<file path="src/hdl/lzss_nibble_image_decoder_core_defines.svh">
// assertion macros used by the decoder core
`ifndef LZSS_NIBBLE_IMAGE_DECODER_CORE_DEFINES_SVH
`define LZSS_NIBBLE_IMAGE_DECODER_CORE_DEFINES_SVH

// same-cycle implication
`define LZN_ASSERT_IMP(lbl, clk, rst, ante, cons, msg) \
   lbl: assert property (@(posedge clk) disable iff (rst) (ante) |-> (cons)) \
      else $error(msg);

// next-cycle implication
`define LZN_ASSERT_NEXT(lbl, clk, rst, ante, cons, msg) \
   lbl: assert property (@(posedge clk) disable iff (rst) (ante) |=> (cons)) \
      else $error(msg);

`endif

</file>
<file path="src/hdl/lznib_pkg.sv">
`default_nettype none

package lznib_pkg;

   // window geometry
   localparam int WINDOW_SIZE = 4096;
   localparam int WIN_AW      = $clog2(WINDOW_SIZE);
   localparam int FILL_W      = WIN_AW + 1;
   localparam logic [WIN_AW-1:0] WIN_START = WIN_AW'(12'hFEE);

   // image geometry limits
   localparam int MAX_WIDTH  = 1024;
   localparam int MAX_HEIGHT = 1024;
   localparam int GEO_W      = 11;
   localparam int BUF_W      = 21;
   localparam int WH_W       = 2 * GEO_W;
   localparam int OFF_W      = 23;
   localparam int ADDR_W     = 20;

   // register indexes
   localparam int CSR_IDX_W  = 2;
   localparam int CSR_DATA_W = BUF_W;
   localparam logic [CSR_IDX_W-1:0] CSR_WIDTH  = 2'd0;
   localparam logic [CSR_IDX_W-1:0] CSR_HEIGHT = 2'd1;
   localparam logic [CSR_IDX_W-1:0] CSR_HORIZ  = 2'd2;
   localparam logic [CSR_IDX_W-1:0] CSR_BUFFER = 2'd3;

   // register reset values
   localparam logic [GEO_W-1:0] RST_WIDTH  = 11'd8;
   localparam logic [GEO_W-1:0] RST_HEIGHT = 11'd1;
   localparam logic             RST_HORIZ  = 1'b1;
   localparam logic [BUF_W-1:0] RST_BUF    = 21'd8;
   localparam logic [OFF_W-1:0] RST_OFFSET = OFF_W'(RST_WIDTH * (RST_HEIGHT - 11'd1));
   localparam logic [WH_W-1:0]  RST_AREA   = WH_W'(RST_WIDTH * RST_HEIGHT);

   // stream widths
   localparam int REQ_DATA_W = 8;
   localparam int RSP_DATA_W = 32;
   localparam int RSP_PAD_W  = RSP_DATA_W - ADDR_W - 8;

   typedef struct packed {
      logic [BUF_W-1:0] buffer_pixels;
      logic             horizontal_mode;
      logic [GEO_W-1:0] height_rows;
      logic [GEO_W-1:0] width_pixels;
   } cfg_type;

   typedef struct packed {
      logic              halted;
      logic              halted_next;
      logic [ADDR_W-1:0] pixel_addr;
   } place_stat_type;

   typedef struct packed {
      logic              clear;
      logic              rd_en;
      logic [WIN_AW-1:0] rd_addr;
      logic              wr_en;
      logic [7:0]        wr_data;
   } win_ctrl_type;

   // fixed bit shuffle applied to literals
   function automatic logic [7:0] permute(input logic [7:0] b);
      logic [7:0] r;
      r[0] = b[0];
      r[4] = b[1];
      r[1] = b[2];
      r[5] = b[3];
      r[2] = b[4];
      r[6] = b[5];
      r[3] = b[6];
      r[7] = b[7];
      return r;
   endfunction

endpackage

`default_nettype wire

</file>
<file path="src/hdl/lznib_place.sv">
`default_nettype none

module lznib_place (
   input  logic                      clock,
   input  logic                      reset,
   input  lznib_pkg::cfg_type        cfg,
   input  logic                      load,
   input  logic                      step,
   output lznib_pkg::place_stat_type stat
);
   import lznib_pkg::*;

   logic [GEO_W-1:0] gw, gh;
   logic [WH_W-1:0]  wh_ff, wh_in;
   logic [OFF_W-1:0] off_ff, off_in, off_step;
   logic [GEO_W-1:0] col_ff, col_in, col_step;
   logic [GEO_W-1:0] rows_ff, rows_in, rows_step;
   logic [OFF_W-1:0] gw_o, wh_o;

   // clamp geometry to the supported maximum
   assign gw = (cfg.width_pixels > GEO_W'(MAX_WIDTH)) ? GEO_W'(MAX_WIDTH) : cfg.width_pixels;
   assign gh = (cfg.height_rows > GEO_W'(MAX_HEIGHT)) ? GEO_W'(MAX_HEIGHT) : cfg.height_rows;
   assign wh_in = WH_W'(gw) * WH_W'(gh);
   assign gw_o  = OFF_W'(gw);
   assign wh_o  = OFF_W'(wh_ff);

   function automatic logic outside(input logic [OFF_W-1:0] o, input logic [BUF_W-1:0] b);
      return o[OFF_W-1] || (o[OFF_W-2:0] >= (OFF_W-1)'(b));
   endfunction

   // placement after one pixel pair
   always_comb begin
      off_step  = off_ff;
      col_step  = col_ff;
      rows_step = rows_ff;
      if (cfg.horizontal_mode) begin
         if (col_ff <= GEO_W'(2)) begin
            off_step  = off_ff + OFF_W'(2) - (gw_o << 1);
            rows_step = rows_ff - 1'b1;
            col_step  = gw;
         end else begin
            off_step = off_ff + OFF_W'(2);
            col_step = col_ff - GEO_W'(2);
         end
      end else begin
         if (rows_ff <= GEO_W'(1)) begin
            off_step  = off_ff - gw_o + wh_o + OFF_W'(2);
            col_step  = col_ff - GEO_W'(2);
            rows_step = gh;
         end else begin
            off_step  = off_ff - gw_o;
            rows_step = rows_ff - 1'b1;
         end
      end
   end

   // frame load or step
   always_comb begin
      off_in  = off_ff;
      col_in  = col_ff;
      rows_in = rows_ff;
      if (load) begin
         off_in  = wh_o - gw_o;
         col_in  = gw;
         rows_in = gh;
      end else if (step) begin
         off_in  = off_step;
         col_in  = col_step;
         rows_in = rows_step;
      end
   end

   always_ff @(posedge clock) begin
      if (reset) begin
         wh_ff   <= RST_AREA;
         off_ff  <= RST_OFFSET;
         col_ff  <= RST_WIDTH;
         rows_ff <= RST_HEIGHT;
      end else begin
         wh_ff   <= wh_in;
         off_ff  <= off_in;
         col_ff  <= col_in;
         rows_ff <= rows_in;
      end
   end

   assign stat.halted      = outside(off_ff, cfg.buffer_pixels);
   assign stat.halted_next = outside(off_step, cfg.buffer_pixels);
   assign stat.pixel_addr  = off_ff[ADDR_W-1:0];

endmodule

`default_nettype wire

</file>
<file path="config.mk">
export PLATFORM = sky130hd
export DESIGN_NAME = lznib_place
export DESIGN_NICKNAME = d
export VERILOG_FILES = /design/src/hdl/lzss_nibble_image_decoder_core_defines.svh /design/src/hdl/lznib_pkg.sv /design/src/hdl/lznib_place.sv
export SDC_FILE = /design/constraint.sdc
export NUM_CORES = 1
export LEC_CHECK = 0
export ABC_CLOCK_PERIOD_IN_PS = 25300
export BUFFER_PORTS_ARGS = -buffer_cell sky130_fd_sc_hd__buf_2
export CAP_MARGIN = 40
export CORE_MARGIN = 2
export CORE_UTILIZATION = 25
export DETAILED_ROUTE_END_ITERATION = 8
export SYNTH_ARGS = -nofsm -noshare
export SYNTH_HDL_FRONTEND = slang
export SYNTH_SLANG_ARGS = --single-unit
</file>
<file path="constraint.sdc">
create_clock -name clock -period 25.3 [get_ports clock]
set_input_delay 5.06 -clock clock [delete_from_list [all_inputs] [get_ports clock]]
set_output_delay 5.06 -clock clock [all_outputs]
set_load 0.1 [all_outputs]
</file>
==> metrics.txt <==
Setup violations, final=0; Final GP Congestion=0.918; number of antenna violations at the first check in global routing=2; Reg power frac=15.4%; outcome=completed; worst endpoint required time=20240 ps; RSZ-0062 raised after global routing=false; Post-CTS Setup Bufs=0; Overflow after GRT=0; Syn Area/Cell=7.63 um2; hold path startpoint=col_ff[9]; Peak supply drop=0.0468 mV; hold path cells=2; PortBufs=69; Die Ht=228 um; synth top area cells=ha_1 (18%), fa_1 (13%), dfxtp_1 (11%); deepest clock path buffer count=2; min cycle time layout=17520 ps; TritonCTS Buffers=9; WL per Instance=17.5 um; worst-margin pin slew=857 ps; Worst Path Class, Setup=in -> out; Ports=70; Net Sw Frac=53.5%; Clk network pwr share=14.1%; period utilization=69.2%; ys flop type=dfxtp_1; # fillers=5457; largest net degree at the start of global routing=61; flop2flop setup slack=19410 ps; Place WS=7930 ps; cell row count=82; TritonRoute pass-1 iters=6; Yosys warnings=0; most numerous cell in the Yosys netlist=ha_1; Relative slew margins=42.3%; P_sw=0.565 mW; CP Launch Type=input port; Antenna Nets Post-Route=0; first-pass GRT wire length=65.5 mm; Residual DRC=0; clock sinks=67; top post-synthesis cells by count=ha_1 (182), inv_1 (165), nand2_1 (161); Netlist cell types=76; Mapped Nets=1965; Post-CTS Hold Buffers=0; layout cells sized above 1=8.02%; Worst Hold Path EP=col_ff[9]; Detail Placement HPWL=33.1 mm; Syn Std Cell Area=12600 um2; die area=52200 um2; worst reg2reg path startpoint=off_ff[0]; Async SR Flop Fraction=0%; leakage=6.39 nW; Fin Setup TNS=0 ps; CTS tree=done; final WL=41.0 mm; CTS resizes=0; pwr/cell area=76.0 nW/um2; fin nets=1981; sequential element share of the synthesized area=10.7%; largest area contributor in the netlist=ha_1; internal power=0.491 mW; Post-synth EDFFs=0; Root Buffer=clkbuf_16; Vias per Instance=5.11; FMAX=57.1 MHz; flops & latches, synth=67; clock skew=12.3 ps; Hold WC Path Type=reg -> reg; DRT iter0 DRCs=948; number of global-route vias before repair=11900; count of pins over their slew limit=0; Die X=228 um; Final Hold Viols=0; Worst Path Max Fanout=17; Antenna Cells=0; RR Endpoint=off_ff[22]; critical path endpoint category=output pin; final setup margin=7780 ps; Worst R2R Path Depth=22; Worst EP arrival=12460 ps; Worst-Skew Late Latency=340 ps; Logic pwr share=70.5%; CORE AREA=50000 um2; Vias=12000; Yosys top cell area share=18.1%; Layout area overhead=10.3%; htree depth=3; Reg clk slew, reported paths=60 ps; Total Routing Usage GR=15.8%; effective utilization at floorplan=25.2%; Mapped Cells=1651; max-cap violation count=0
through the flow:
step                      instances  util, %  cell area [um2]  total power, mW  hold slack, ps
after global routing           2343     27.8            13900             1.15             522
after detailed placement       2328     27.1            13600            0.891             480
after floorplan                1651        -            12600            0.724             449
after CTS                      2343     27.8            13900             1.05             489
final                          2343     27.8            13900             1.06             487
after global placement         2320     27.0            13500            0.883             462
final cells by class:
class	count	area, um2	share of cell area [%]
multi-input combinational	1328	10200	73.4
timing repair buffer	92	542	3.90
clock inverter	6	113	0.811
tap	672	841	6.05
clock buffer	9	225	1.62
inverter	169	634	4.57
sequential	67	1340	9.65
power by group through the flow:
stage          registers, mW  logic (mW)  clock network, mW
2_1_floorplan          0.141       0.582                  0
3_3_place_gp           0.163       0.720                  0
3_5_place_dp           0.163       0.728                  0
4_1_cts                0.161       0.735              0.151
5_1_grt                0.166       0.826              0.157
6_report               0.162       0.745              0.149
how the worst max path moves through the flow:
stage,startpoint,endpoint,slack (ps),cells after the start
floorplan,cfg[10],stat[20],9150,30
global placement,cfg[10],stat[20],8120,28
detailed placement,cfg[10],stat[20],7930,28
CTS,cfg[10],stat[20],7890,28
global route,cfg[10],stat[20],7350,28
finish,cfg[10],stat[20],7780,28
kinds of logic (layout without fill, tap and decap cells):
logic type / Yosys count / count (layout) / share of synthesized area [%]
xor gates and xnor gates: 88 / 88 / 6.12
muxes: 23 / 23 / 1.93
DFF: 67 / 67 / 10.7
buffers and inverters: 256 / 276 / 8.38
AOI/OAI and AO/OA: 384 / 384 / 19.8
adders and majority gates: 266 / 266 / 31.4
and+or+nand+nor: 567 / 567 / 21.7
worst max-delay path, cell delays in order:
cell	delay (ps)
buf_2	190
nor2b_1	570
clkinv_1	640
fa_1	630
a211oi_1	290
o21ai_0	160
a31oi_1	420
o21ai_1	300
a21oi_1	260
ha_1	280
ha_1	350
a21oi_1	240
o221ai_1	200
a41o_1	270
nor2b_1	140
a211oi_1	250
xnor2_1	90
mux2_2	290
a21o_1	180
ha_1	290
a21oi_1	150
nor2b_1	60
o21ai_0	180
a21oi_1	90
nor2_1	90
o31ai_1	80
or3_1	370
buf_2	300
state kept, by name (all words and copies together) (netlist names):
name	count
col_ff	11
off_ff	23
rows_ff	11
wh_ff	22
routing by layer:
| metal | vias up | wire, um | GRT usage [%] |
|---|---|---|---|
| li1 | 5762 | - | - |
| met5 | - | 27 | 0 |
| met3 | 53 | 3650 | 3.74 |
| met1 | 5658 | 19000 | 21.6 |
| met2 | 498 | 17600 | 24.7 |
| met4 | 4 | 718 | 4.49 |
placed cells by master, fill, tap and decap left out, drive strengths merged, types with 32 or more instances in the layout:
cell type	synthesis	layout
xnor2	56	56
o21ai	91	91
nand2	161	161
buf	27	91
nor3	47	47
a21oi	92	92
inv	166	167
a211oi	44	44
xor2	32	32
ha	182	182
nor2	161	161
fa	84	84
dfxtp	67	67
No activity file was read; power rests on OpenSTA's default activity.
